File: config.mk
export PLATFORM = sky130hd
export DESIGN_NAME = int_to_ascii_radix
export DESIGN_NICKNAME = d
export VERILOG_FILES = /design/src/sv/itoa_pkg.sv /design/src/sv/int_to_ascii_radix.sv /design/src/sv/itoa_digit_array.sv
export SDC_FILE = /design/constraint.sdc
export NUM_CORES = 1
export LEC_CHECK = 0
export BUFFER_PORTS_ARGS = -buffer_cell sky130_fd_sc_hd__buf_2
export CAP_MARGIN = 40
export CORE_MARGIN = 2
export CORE_UTILIZATION = 55
export DETAILED_ROUTE_END_ITERATION = 8
export GPL_ROUTABILITY_DRIVEN = 1
export MAX_ROUTING_LAYER = met4
export PLACE_DENSITY = 0.72
export SLEW_MARGIN = 15
export SYNTH_ARGS = -nofsm -noshare
export SYNTH_HDL_FRONTEND = slang
export SYNTH_SLANG_ARGS = --single-unit
File: constraint.sdc
create_clock -name aclk -period 5.2 [get_ports aclk]
set_clock_uncertainty 0.15 [all_clocks]
set_input_delay 0.78 -clock aclk [delete_from_list [all_inputs] [get_ports aclk]]
set_output_delay 0.78 -clock aclk [all_outputs]
set_load 0.01 [all_outputs]
File: src/sv/itoa_pkg.sv
// Shared types, constants and a helper function for the integer-to-ASCII converter.
package itoa_pkg;

    localparam int VALUE_BITS     = 32;
    localparam int MAX_RADIX_DEF  = 32;
    localparam int RADIX_BITS     = 6;
    localparam int CHAR_BITS      = 7;
    localparam int DIGIT_MAX_BITS = 6;

    localparam logic [RADIX_BITS-1:0] MIN_RADIX = RADIX_BITS'(2);
    localparam logic [RADIX_BITS-1:0] DECIMAL   = RADIX_BITS'(10);
    localparam logic [CHAR_BITS-1:0]  DIGIT_BASE  = CHAR_BITS'(48);
    localparam logic [CHAR_BITS-1:0]  LETTER_BASE = CHAR_BITS'(65);
    localparam logic [CHAR_BITS-1:0]  CHAR_MINUS  = CHAR_BITS'(45);
    localparam logic [CHAR_BITS-1:0]  CHAR_NONE   = CHAR_BITS'(0);

    typedef struct packed {
        logic signed [VALUE_BITS-1:0] value;
        logic [RADIX_BITS-1:0]        radix;
    } in_word_t;

    typedef struct packed {
        logic [CHAR_BITS-1:0] character;
        logic                 last_char;
        logic                 bad_radix;
    } out_word_t;

    typedef struct packed {
        logic clear;
        logic act0;
        logic feed_bit;
        logic shift;
    } digit_ctl_t;

    function automatic logic [CHAR_BITS-1:0] digit_char(input logic [DIGIT_MAX_BITS-1:0] d);
        logic [CHAR_BITS-1:0] dw;
        dw = CHAR_BITS'(d);
        if (d < DIGIT_MAX_BITS'(10)) begin
            return DIGIT_BASE + dw;
        end
        return LETTER_BASE + dw - CHAR_BITS'(10);
    endfunction

endpackage

File: src/sv/int_to_ascii_radix.sv
// Top level of the integer-to-ASCII converter.
// Converts a signed VALUE_BITS-bit word and a radix (2 to MAX_RADIX) into ASCII characters of
// its magnitude, most significant first, one result word per character; last_char marks the
// final one, a '-' leads only for negative values in radix 10, and an invalid radix gives a
// single word with bad_radix set and character 0. One item at a time: the magnitude enters a
// row of VALUE_BITS digit cells one bit per cycle, with registered carries between the cells;
// the digit row then shifts out one cell per cycle unless a character waits on a stalled
// result side, with leading zeros dropped and any sign word sent first.
module int_to_ascii_radix
    import itoa_pkg::*;
#(
    parameter int MAX_RADIX = MAX_RADIX_DEF
) (
    input  logic      aclk,
    input  logic      aresetn,
    input  logic      s_valid,
    output logic      s_ready,
    input  in_word_t  s_data,
    output logic      m_valid,
    input  logic      m_ready,
    output out_word_t m_data
);

    localparam int N  = VALUE_BITS;
    localparam int CW = $clog2(2 * N);
    localparam logic [CW-1:0] CONV_LAST = CW'(2 * N - 2);
    localparam logic [CW-1:0] N_CNT     = CW'(N);
    localparam logic [CW-1:0] ONE_CNT   = CW'(1);

    typedef enum logic [1:0] {
        ST_IDLE,
        ST_CONV,
        ST_EMIT,
        ST_ERR
    } state_t;

    state_t                    state_reg, state_next;
    logic [N-1:0]              mag_reg, mag_next;
    logic [RADIX_BITS-1:0]     radix_reg, radix_next;
    logic                      sign_reg, sign_next;
    logic                      started_reg, started_next;
    logic [CW-1:0]             cnt_reg, cnt_next;
    logic                      m_valid_reg, m_valid_next;
    out_word_t                 m_data_reg, m_data_next;

    digit_ctl_t                ctl;
    logic [DIGIT_MAX_BITS-1:0] top_digit;
    logic                      accept;
    logic                      m_free;
    logic                      skip;
    logic                      radix_ok;
    logic                      neg;
    logic [N-1:0]              value_u;

    assign s_ready  = (state_reg == ST_IDLE);
    assign accept   = s_valid && s_ready;
    assign m_valid  = m_valid_reg;
    assign m_data   = m_data_reg;
    assign m_free   = !m_valid_reg || m_ready;
    assign value_u  = s_data.value;
    assign neg      = value_u[N-1];
    assign radix_ok = (s_data.radix >= MIN_RADIX) &&
                      (s_data.radix <= RADIX_BITS'(MAX_RADIX));
    assign skip     = !sign_reg && (top_digit == '0) && !started_reg && (cnt_reg > ONE_CNT);

    itoa_digit_array #(
        .MAX_RADIX(MAX_RADIX)
    ) u_digits (
        .aclk     (aclk),
        .aresetn  (aresetn),
        .ctl      (ctl),
        .radix    (radix_reg),
        .top_digit(top_digit)
    );

    always_comb begin
        state_next    = state_reg;
        mag_next      = mag_reg;
        radix_next    = radix_reg;
        sign_next     = sign_reg;
        started_next  = started_reg;
        cnt_next      = cnt_reg;
        m_valid_next  = m_valid_reg && !m_ready;
        m_data_next   = m_data_reg;
        ctl.clear     = 1'b0;
        ctl.act0      = 1'b0;
        ctl.feed_bit  = mag_reg[N-1];
        ctl.shift     = 1'b0;

        unique case (state_reg)
            ST_IDLE: begin
                if (accept) begin
                    radix_next   = s_data.radix;
                    mag_next     = neg ? (~value_u + N'(1)) : value_u;
                    sign_next    = neg && (s_data.radix == DECIMAL);
                    started_next = 1'b0;
                    cnt_next     = '0;
                    ctl.clear    = 1'b1;
                    state_next   = radix_ok ? ST_CONV : ST_ERR;
                end
            end
            ST_CONV: begin
                ctl.act0 = (cnt_reg < N_CNT);
                mag_next = mag_reg << 1;
                cnt_next = cnt_reg + ONE_CNT;
                if (cnt_reg == CONV_LAST) begin
                    cnt_next   = N_CNT;
                    state_next = ST_EMIT;
                end
            end
            ST_EMIT: begin
                if (sign_reg) begin
                    if (m_free) begin
                        m_valid_next = 1'b1;
                        m_data_next  = '{character: CHAR_MINUS, last_char: 1'b0,
                                         bad_radix: 1'b0};
                        sign_next    = 1'b0;
                    end
                end else if (skip) begin
                    ctl.shift = 1'b1;
                    cnt_next  = cnt_reg - ONE_CNT;
                end else if (m_free) begin
                    ctl.shift    = 1'b1;
                    cnt_next     = cnt_reg - ONE_CNT;
                    started_next = 1'b1;
                    m_valid_next = 1'b1;
                    m_data_next  = '{character: digit_char(top_digit),
                                     last_char: (cnt_reg == ONE_CNT), bad_radix: 1'b0};
                    if (cnt_reg == ONE_CNT) begin
                        state_next = ST_IDLE;
                    end
                end
            end
            ST_ERR: begin
                if (m_free) begin
                    m_valid_next = 1'b1;
                    m_data_next  = '{character: CHAR_NONE, last_char: 1'b1, bad_radix: 1'b1};
                    state_next   = ST_IDLE;
                end
            end
            default: begin
                state_next = ST_IDLE;
            end
        endcase
    end

    always_ff @(posedge aclk) begin
        if (!aresetn) begin
            state_reg   <= ST_IDLE;
            sign_reg    <= 1'b0;
            started_reg <= 1'b0;
            cnt_reg     <= '0;
            m_valid_reg <= 1'b0;
        end else begin
            state_reg   <= state_next;
            sign_reg    <= sign_next;
            started_reg <= started_next;
            cnt_reg     <= cnt_next;
            m_valid_reg <= m_valid_next;
        end
        mag_reg    <= mag_next;
        radix_reg  <= radix_next;
        m_data_reg <= m_data_next;
    end

endmodule

File: src/sv/itoa_digit_array.sv
// Row of radix digit cells: shift-double conversion with registered carries, then digit shift-out.
module itoa_digit_array
    import itoa_pkg::*;
#(
    parameter int MAX_RADIX = MAX_RADIX_DEF
) (
    input  logic                      aclk,
    input  logic                      aresetn,
    input  digit_ctl_t                ctl,
    input  logic [RADIX_BITS-1:0]     radix,
    output logic [DIGIT_MAX_BITS-1:0] top_digit
);

    localparam int DW = $clog2(MAX_RADIX);
    localparam int N  = VALUE_BITS;

    logic [DW-1:0] digit_reg  [N];
    logic [DW-1:0] digit_next [N];
    logic [N-1:0]  carry_reg;
    logic [N-1:0]  carry_next;
    logic [N-1:0]  act_reg;
    logic [N-1:0]  cell_act;
    logic [N-1:0]  cell_cin;
    logic [6:0]    radix_w;

    assign radix_w   = 7'(radix);
    assign top_digit = DIGIT_MAX_BITS'(digit_reg[N-1]);

    for (genvar j = 0; j < N; j++) begin : g_cell
        logic [DW:0] dbl;
        logic [6:0]  dbl_w;

        if (j == 0) begin : g_first
            assign cell_act[j] = ctl.act0;
            assign cell_cin[j] = ctl.feed_bit;
        end else begin : g_rest
            assign cell_act[j] = act_reg[j-1];
            assign cell_cin[j] = carry_reg[j-1];
        end

        assign dbl   = {digit_reg[j], cell_cin[j]};
        assign dbl_w = 7'(dbl);

        always_comb begin
            digit_next[j] = digit_reg[j];
            carry_next[j] = 1'b0;
            if (ctl.clear) begin
                digit_next[j] = '0;
            end else if (ctl.shift) begin
                if (j == 0) begin
                    digit_next[j] = '0;
                end else begin
                    digit_next[j] = digit_reg[(j == 0) ? 0 : j-1];
                end
            end else if (cell_act[j]) begin
                if (dbl_w >= radix_w) begin
                    digit_next[j] = DW'(dbl_w - radix_w);
                    carry_next[j] = 1'b1;
                end else begin
                    digit_next[j] = DW'(dbl_w);
                end
            end
        end

        always_ff @(posedge aclk) begin
            digit_reg[j] <= digit_next[j];
        end
    end

    always_ff @(posedge aclk) begin
        if (!aresetn) begin
            carry_reg <= '0;
            act_reg   <= '0;
        end else begin
            carry_reg <= carry_next;
            act_reg   <= ctl.clear ? '0 : cell_act;
        end
    end

endmodule

; ---- Word-level counts from Yosys, hierarchy flattened
; Memories as Yosys holds them, arrays and structs flattened.
; Index checks and enable logic that the tools add are counted.
[totals]
mem_bits_rw = 160
n_memories = 1
output_inout_bits = 11
register_bits = 120
[mem_list]
columns = memory, words, word_bits, read_ports, rd_clocked_by_memory_dff, wr, line
row1 = u_digits.digit_reg, 32, 5, 32, 0, 32, itoa_digit_array.sv:17  ; logic [DW-1:0] digit_reg [N];
[classes]
order_cmp = 37
n_reduce_logical = 57
n_addsub = 38
bitwise_logic = 33
muxes = 210
n_eq_ne = 15
[ops]
columns = operator, count
row1 = $mux W5, 128
row2 = $ge A6 B6 Y1, 32
row3 = $sub A5 B5 Y5, 32
row4 = $reduce_or A4 Y1, 31
row5 = $mux W32, 2
row6 = $pmux W32 S2, 1
row7 = $mux W1, 53
row8 = $mux W9, 5
row9 = $add A32 B1 Y32 const B, 1
row10 = $not A1 Y1, 32
row11 = $not A32 Y32, 1
row12 = $mux W6, 5
row13 = $pmux W6 S3, 1
row14 = $pmux W9 S2, 1
row15 = $mux W2, 8
row16 = $mux W7, 2
row17 = $ne A2 B2 Y1 const B, 6
row18 = $pmux W2 S4, 1
row19 = $reduce_and A4 Y1, 2
row20 = $add A6 B5 Y7 const A, 1
row21 = $add A7 B5 Y7 const A, 1
row22 = $logic_and A1 B1 Y1, 7
row23 = $reduce_and A7 Y1, 1
row24 = $sub A7 B4 Y7 const B, 1
row25 = 24 further kinds, 35

; ---- Longest topological paths before layout
; Gate-level depths: netlist of the first run.
; An unclocked memory read counts as a cell.
[depth]
ltp_word = 13
depth_mapped = 9

; ---- Hierarchy
; A second synthesis of the first run with hierarchy kept.
[hier_totals]
cells_unflattened = 2568
area_unflattened_um2 = 21680.8
[modules_own_cells]
columns = mod, cells_per_inst, seq_area_each_um2, instances, area_each_um2
row1 = itoa_digit_array, 2192, 4444.3, 1, 18093.6
row2 = int_to_ascii_radix, 376, 1631.6, 1, 3587.2

; ---- Worst setup path after synthesis of the first run
; Ideal clock, no wire load.
[synth_path]
path_kind = register to register
startpoint = register radix_reg[1]
endpoint = memory u_digits.digit_reg[1][20] (netlist bit)
arrival_ps = 4334
path_stages_with_launch = 8
required_time_ps = 4910
setup_slack_ps = 577
setup_ps = 140
cell_sequence = edfxtp_1 > inv_1 > ha_1 > and4_1 > or3_1 > o21ai_0 > mux2i_1 > o32ai_1
[synth_rtl]
columns = element, line
row1 = start: declaration, int_to_ascii_radix.sv:39  ; logic [RADIX_BITS-1:0] radix_reg, radix_next;
row2 = start signal: assignment, int_to_ascii_radix.sv:162  ; radix_reg <= radix_next;
row3 = end: declaration, itoa_digit_array.sv:17

==> results of run 1 <==
power breakdown:
group	internal (mW)	switching (mW)
Clock	1.20	0.901
Combinational	2.18	3.38
Sequential	2.76	0.403
Total	6.14	4.68
through the flow:
step | instance area, um2 | setup WS (ns)
global placement | 21100 | 1.87
finish | 22100 | 1.90
CTS | 22100 | 1.90
floorplan | 20500 | 0.577
global route | 22100 | 1.71
detailed placement | 21100 | 1.93
worst max-delay path, stage by stage, from the launching register on:
cell and delay (ns):
edfxtp_1 0.63, buf_4 0.39, ha_1 0.29, fa_1 0.42, nand2b_1 0.16, o2bb2ai_1 0.15, a31oi_1 0.57, a21oi_1 0.16
o31ai_1 0.28
synthesized netlist by cell type (36+ instances only):
library cell and instances:
a211oi_1 37, a21oi_1 173, a31oi_1 85, and3_1 44, clkbuf_1 66, dfxtp_1 233
edfxtp_1 47, ha_1 203, inv_1 102, mux2i_1 55, nand2_1 147, nand2b_1 52
nand3_1 129, nand4_1 36, nor2_1 134, o211ai_1 70, o21ai_0 179, or3_1 52
xnor2_1 74, xor2_1 55
metal layers:
metal | track usage [%] | vias up
met5 | - | -
met4 | 8.30 | 0
met3 | 2.90 | 112
met2 | 45.9 | 480
met1 | 37.0 | 8848
li1 | - | 8940
final cells by class:
class                      count  share of cell area, %
tap                          468                   2.65
timing repair buffer          75                   2.26
inverter                     115                   1.96
multi-input combinational   1888                   61.3
clock inverter                10                  0.312
clock buffer                  44                   3.96
sequential                   280                   27.5
path summary, 6_finish.rpt:
check	depth (start not counted)	startpoint	to	slack (ns)
setup / recovery	8	radix_reg[0]$_DFFE_PP_	u_digits.digit_reg[1][3]$_SDFFE_PP0P_	1.90
hold reg to reg	2	u_digits.carry_reg[22]$_SDFF_PP0_	u_digits.digit_reg[1][35]$_SDFFE_PP0P_	0.33
hold / removal	1	s_data[1]	radix_reg[1]$_DFFE_PP_	0.28
setup reg to reg	8	radix_reg[0]$_DFFE_PP_	u_digits.digit_reg[1][3]$_SDFFE_PP0P_	1.90
placed cells by master (no fill, tap or decap), drive strengths merged, types with 6 or more instances in the layout:
| master | count |
|---|---|
| a211oi | 37 |
| ha | 203 |
| clkinv | 22 |
| nand3 | 130 |
| o2bb2ai | 14 |
| o41ai | 8 |
| o21a | 32 |
| inv | 102 |
| o32ai | 18 |
| and4 | 15 |
| fa | 32 |
| xor2 | 55 |
| mux2i | 55 |
| o22ai | 13 |
| buf | 75 |
| a31oi | 85 |
| xnor2 | 74 |
| nand2b | 52 |
| nor2b | 24 |
| nand2 | 148 |
| nand3b | 28 |
| and3 | 44 |
| or3 | 52 |
| o22a | 12 |
| clkbuf | 44 |
| a21oi | 174 |
| o21ai | 183 |
| o221a | 17 |
| nand4 | 36 |
| nand4b | 16 |
| nor4 | 6 |
| dfxtp | 233 |
| o211ai | 70 |
| o31ai | 29 |
| nor3 | 24 |
| nor2 | 135 |
| edfxtp | 47 |
| mux2 | 22 |
logic make-up after synthesis:
logic type | synth area share, %
and+or+nand+nor | 18.6
AOI/OAI and AO/OA | 22.4
DFF | 29.6
adders and majority gates | 15.5
buffers and inverters | 4.49
xor gates and xnor gates | 5.51
muxes | 3.89
==> reports/results.tsv, run 1 <==
stage	metric	value	unit
status	outcome	finished clean	
global_route	grt_pass1_vias	17900	
floorplan	die_area	38900	um2
power	power	10.8	mW
sta	tightest_slew	0.869	ns
yosys	synthArstFlopShare	0	%
yosys	yosys_most_used_dff	dfxtp_1	
cts	numCtsBuffers	31	
sta	grt_setup_unrepaired	false	
sta	hold_slack	0.284	ns
sta	slew_violations	0	
yosys	synth_edf_count	47	
setup_path	crit_fanout	22	
flow_run	cap_violations	0	
drt	routed_via_density	6.38	
yosys	synth.top_cells.by_area	dfxtp_1 23%, ha_1 12%, edfxtp_1 6.9%, o21ai_0 4.4%, a21oi_1 4.2%	
cells_and_area	n_antenna_cell	0	
sta	fmax	303	MHz
drt	highest_layer	met4	
setup_path	crit_type	flop to flop	
cells_and_area	final_util	60.2	%
yosys	synth_warnings	0	
placed_design	dp_hpwl	35300	um
floorplan	core-area	36700	um2
placed_design	place.gp.congestion	0.878	
floorplan	std_cell_rows	70	
sta	setup_viol	0	
drt	wirelength_met1	24300	um
cells_and_area	fin_cells	2880	
setup_path	timing.critical_path.required	5.51	ns
yosys	syn_avg_cell_area	8.58	um2
global_route	antenna_found_initial	0	
yosys	yosys.area.top_type	dfxtp_1	
global_route	grt_pass1_wl	88800	um
sta	fin_crit	3.30	ns
drt	vias	18400	
cts	cts-root-buf	clkbuf_16	
power	leakage	8.23	nW
cts	insertion_delay	0.56	ns
floorplan	initial_core_util	55.9	%
yosys	ys_types	71	
yosys	syn_inst	2392	
placed_design	port-buffer-count	52	
setup_path	worstPathArrival	3.62	ns
setup_path	end_kind	flop	
floorplan	die_x	197	um
cts	clockBufferDepth	3	
worst_hold_path	hp-class	primary input to flop	
yosys	seq_area_frac_synth	29.6	%
drt	drc_errors	0	
floorplan	die_y	197	um
cts	cts_resized	0	
cts	cts.htree.levels	1	
cells_and_area	fill_cells	3184	
cts	post_cts_buffers	0	
cells_and_area	multi_input_area	13500	um2
drt	wl_met2	24600	um
sta	period_share	63.5	%
placed_design	placed_cells	2826	
global_route	grt_usage	28.1	%
yosys	synth-seq-cells	280	
global_route	grt_start_max_net_pins	93	
drt	post_drt_wl_per_cell	18.4	um
cts	holdBufCountCts	0	
drt	wirelength	53100	um
sta	hold_viol_final	0	
cts	clk_pin_slew	0.06	ns
yosys	synth_area	20500	um2
cts	cts_sinks	280	
sta	max_slew_margin	42.1	%
setup_path	start_kind	flop	
cells_and_area	largest_reg_flops	160	
yosys	syn_nets	2669	
drt	dr.pass1.iters	6	
cts	cts_tree	built	
cells_and_area	drive_gt1_share	7.46	%
power	power_density	490	nW/um2
cells_and_area	num-nets-final	2668	
drt	ant_nets	0	
floorplan	num_io_pins	53	
yosys	synth_top_area_share	22.7	%
drt	wl_met3	2700	um
global_route	overflow	0	
cells_and_area	area_growth	7.59	%
power	ir_drop	298	uV
sta	tns	0	ns
drt	drt_iter0_drc	1355	
cells_and_area	seq_area	6080	um2
Power figures use the tool's default switching activity.
==> inputs of run 2 (changes only) <==
PLACE_DENSITY = 0.74   (was 0.72)
clock period = 2.82 ns   (was 5.2 ns; I/O delays follow)
==> run 2 against run 1 <==
Power increased by 96%. Wire length increased by 0.47%. First-iteration DRC count decreased by 13%. Fmax increased by 22%. Combinational power increased by 98%. Worst setup slack got worse by 1.8 ns. Sequential share of layout area decreased by 1.1 points. Register-to-register slack got worse by 1.8 ns. Final cell count increased by 1.4%. Largest cell class unchanged. Global-route usage increased by 0.20 points.
==> reports/results.tsv, run 2 (synthesis results as in run 1) <==
stage	metric	value	unit
setup_path	path_cells	buf_12 > ha_1 > fa_1 > nand2b_1 > a21oi_1 > o22ai_2 > or3_1 > a31oi_1	
setup_path	r2r_start	radix_reg[0]$_DFFE_PP_	
sta	grt_setup_unrepaired	false	
cells_and_area	fin_cells	2921	
drt	dr.pass1.iters	8	
power	power_density	921	nW/um2
floorplan	std_cell_rows	70	
drt	vias	18700	
sta	period_share	95.9	%
setup_path	cp_top_family	adder cells	
placed_design	dp_hpwl	35800	um
sta	setup_viol	0	
cells_and_area	fin_area	23000	um2
flow_run	cap_violations	0	
sta	fmax	370	MHz
drt	drt_iter0_drc	1178	
drt	wirelength	53400	um
global_route	overflow	0	
global_route	grt_pass1_wl	89000	um
global_route	grt_usage	28.3	%
setup_path	crit_type	flop to flop	
setup_path	cp_num_cells	8	
setup_path	crit_fanout	32	
power	ir_drop	590	uV
cts	cts.htree.levels	2	
sta	fin_crit	2.70	ns
cells_and_area	largest_reg_flops	160	
power	power_frac_comb	52.0	%
setup_path	crit_buf_inv	1	
placed_design	port-buffer-count	52	
sta	slew_violations	0	
power	intPower	12.1	mW
drt	ant_nets	0	
global_route	antenna_found_initial	0	
setup_path	timing.critical_path.required	3.13	ns
setup_path	start_kind	flop	
setup_path	r2r_end	u_digits.digit_reg[1][51]$_SDFFE_PP0P_	
placed_design	place_area	21800	um2
floorplan	die_x	197	um
setup_path	cp-startpoint	radix_reg[0]$_DFFE_PP_	
worst_hold_path	hp-class	primary input to flop	
setup_path	rrSetupSlack	0.12	ns
floorplan	initial_core_util	55.9	%
sta	postLayoutSetupSlackWorst	0.116	ns
sta	tightest_slew	0.835	ns
drt	drc_errors	0	
floorplan	die_area	38900	um2
placed_design	placed_cells	2855	
setup_path	max_stage_delay	0.42	ns
drt	post_drt_wl_per_cell	18.3	um
floorplan	num_io_pins	53	
cells_and_area	num-nets-final	2706	
status	outcome	finished clean	
sta	hold_slack	0.102	ns
placed_design	place.gp.congestion	0.889	
setup_path	r2r_cells	8	
cells_and_area	final_util	62.7	%
cts	cts_sinks	280	
setup_path	end_kind	flop	
global_route	grt_pass1_vias	18300	
cts	clockBufferDepth	3	
power	pwr-share-seq	27.3	%
cells_and_area	layout_common_cells	233 x dfxtp_1, 202 x ha_1, 166 x a21oi_1, 146 x nand2_1, 145 x o21ai_0	
setup_path	crit_path_top_delay_cell	fa_1	
floorplan	core-area	36700	um2
cells_and_area	final_common_cell	dfxtp_1	
cts	cts-root-buf	clkbuf_16	
power	switching_share	42.8	%
worst_hold_path	whs_path_depth	3	
power	p_sw	9.07	mW
cells_and_area	n_antenna_cell	0	
sta	max_slew_margin	44.3	%
setup_path	worstPathArrival	3.02	ns
power	power	21.2	mW
floorplan	die_y	197	um
cts	insertion_delay	0.54	ns
cts	clk_pin_slew	0.06	ns
drt	routed_via_density	6.41	
global_route	grt_start_max_net_pins	109	
placed_design	dp_slack	0.0967	ns
cts	numCtsBuffers	34	
sta	hold_viol_final	0	
power	clkPwrFrac	20.7	%
cts	post_cts_buffers	0	
cells_and_area	drive_gt1_share	10.6	%
setup_path	crit_end	u_digits.digit_reg[1][51]$_SDFFE_PP0P_	
cts	cts_tree	built	
cells_and_area	area_growth	12.2	%
power	leakage	8.64	nW
sta	tns	0	ns
run 2: tightest hold or removal path, stage by stage:
cell and delay [ns]:
buf_2 0.10, inv_1 0.05, nor2_1 0.08
run 2: what timing repair did:
item	CTS	global route
hold endpoints to repair	6	0
endpoints found under the setup margin	0	9
resized for setup	0	6
hold buffers	6	0
run 2: worst min path at each step:
stage,start,end,slack [ns]
3_5_place_dp,u_digits.carry_reg[0]$_SDFF_PP0_,u_digits.digit_reg[0][5]$_SDFFE_PP0P_,0.31
3_3_place_gp,u_digits.carry_reg[26]$_SDFF_PP0_,u_digits.digit_reg[1][55]$_SDFFE_PP0P_,0.31
6_report,s_data[6],mag_reg[0]$_SDFFCE_PP0P_,0.10
2_1_floorplan,u_digits.digit_reg[0][4]$_SDFFE_PP0P_,u_digits.digit_reg[0][4]$_SDFFE_PP0P_,0.30
4_1_cts,s_data[6],mag_reg[0]$_SDFFCE_PP0P_,0.09
5_1_grt,s_data[6],mag_reg[0]$_SDFFCE_PP0P_,0.13
run 2: layer usage:
metal | track usage (%) | wire [um] | vias up
met3 | 3.98 | 2580 | 138
met1 | 35.1 | 23600 | 8981
met4 | 9.61 | 1620 | 0
met5 | - | 0 | -
li1 | - | - | 9058
met2 | 47.5 | 25600 | 537
run 2: power groups by stage:
| stage | clock network, mW | logic (mW) | registers, mW |
|---|---|---|---|
| after global routing | 4.59 | 12.2 | 5.88 |
| after detailed placement | 0 | 10.9 | 5.83 |
| after CTS | 4.44 | 10.9 | 5.76 |
| after global placement | 0 | 10.5 | 5.82 |
| after floorplan | 0 | 8.23 | 5.71 |
| final | 4.39 | 11.0 | 5.78 |
run 2: area by class of cell:
type | instances | area [um2]
multi-input combinational | 1888 | 13900
fill | 3081 | 13700
sequential | 280 | 6080
clock buffer | 49 | 1020
timing repair buffer | 110 | 898
tap | 468 | 586
inverter | 115 | 432
clock inverter | 11 | 82.6
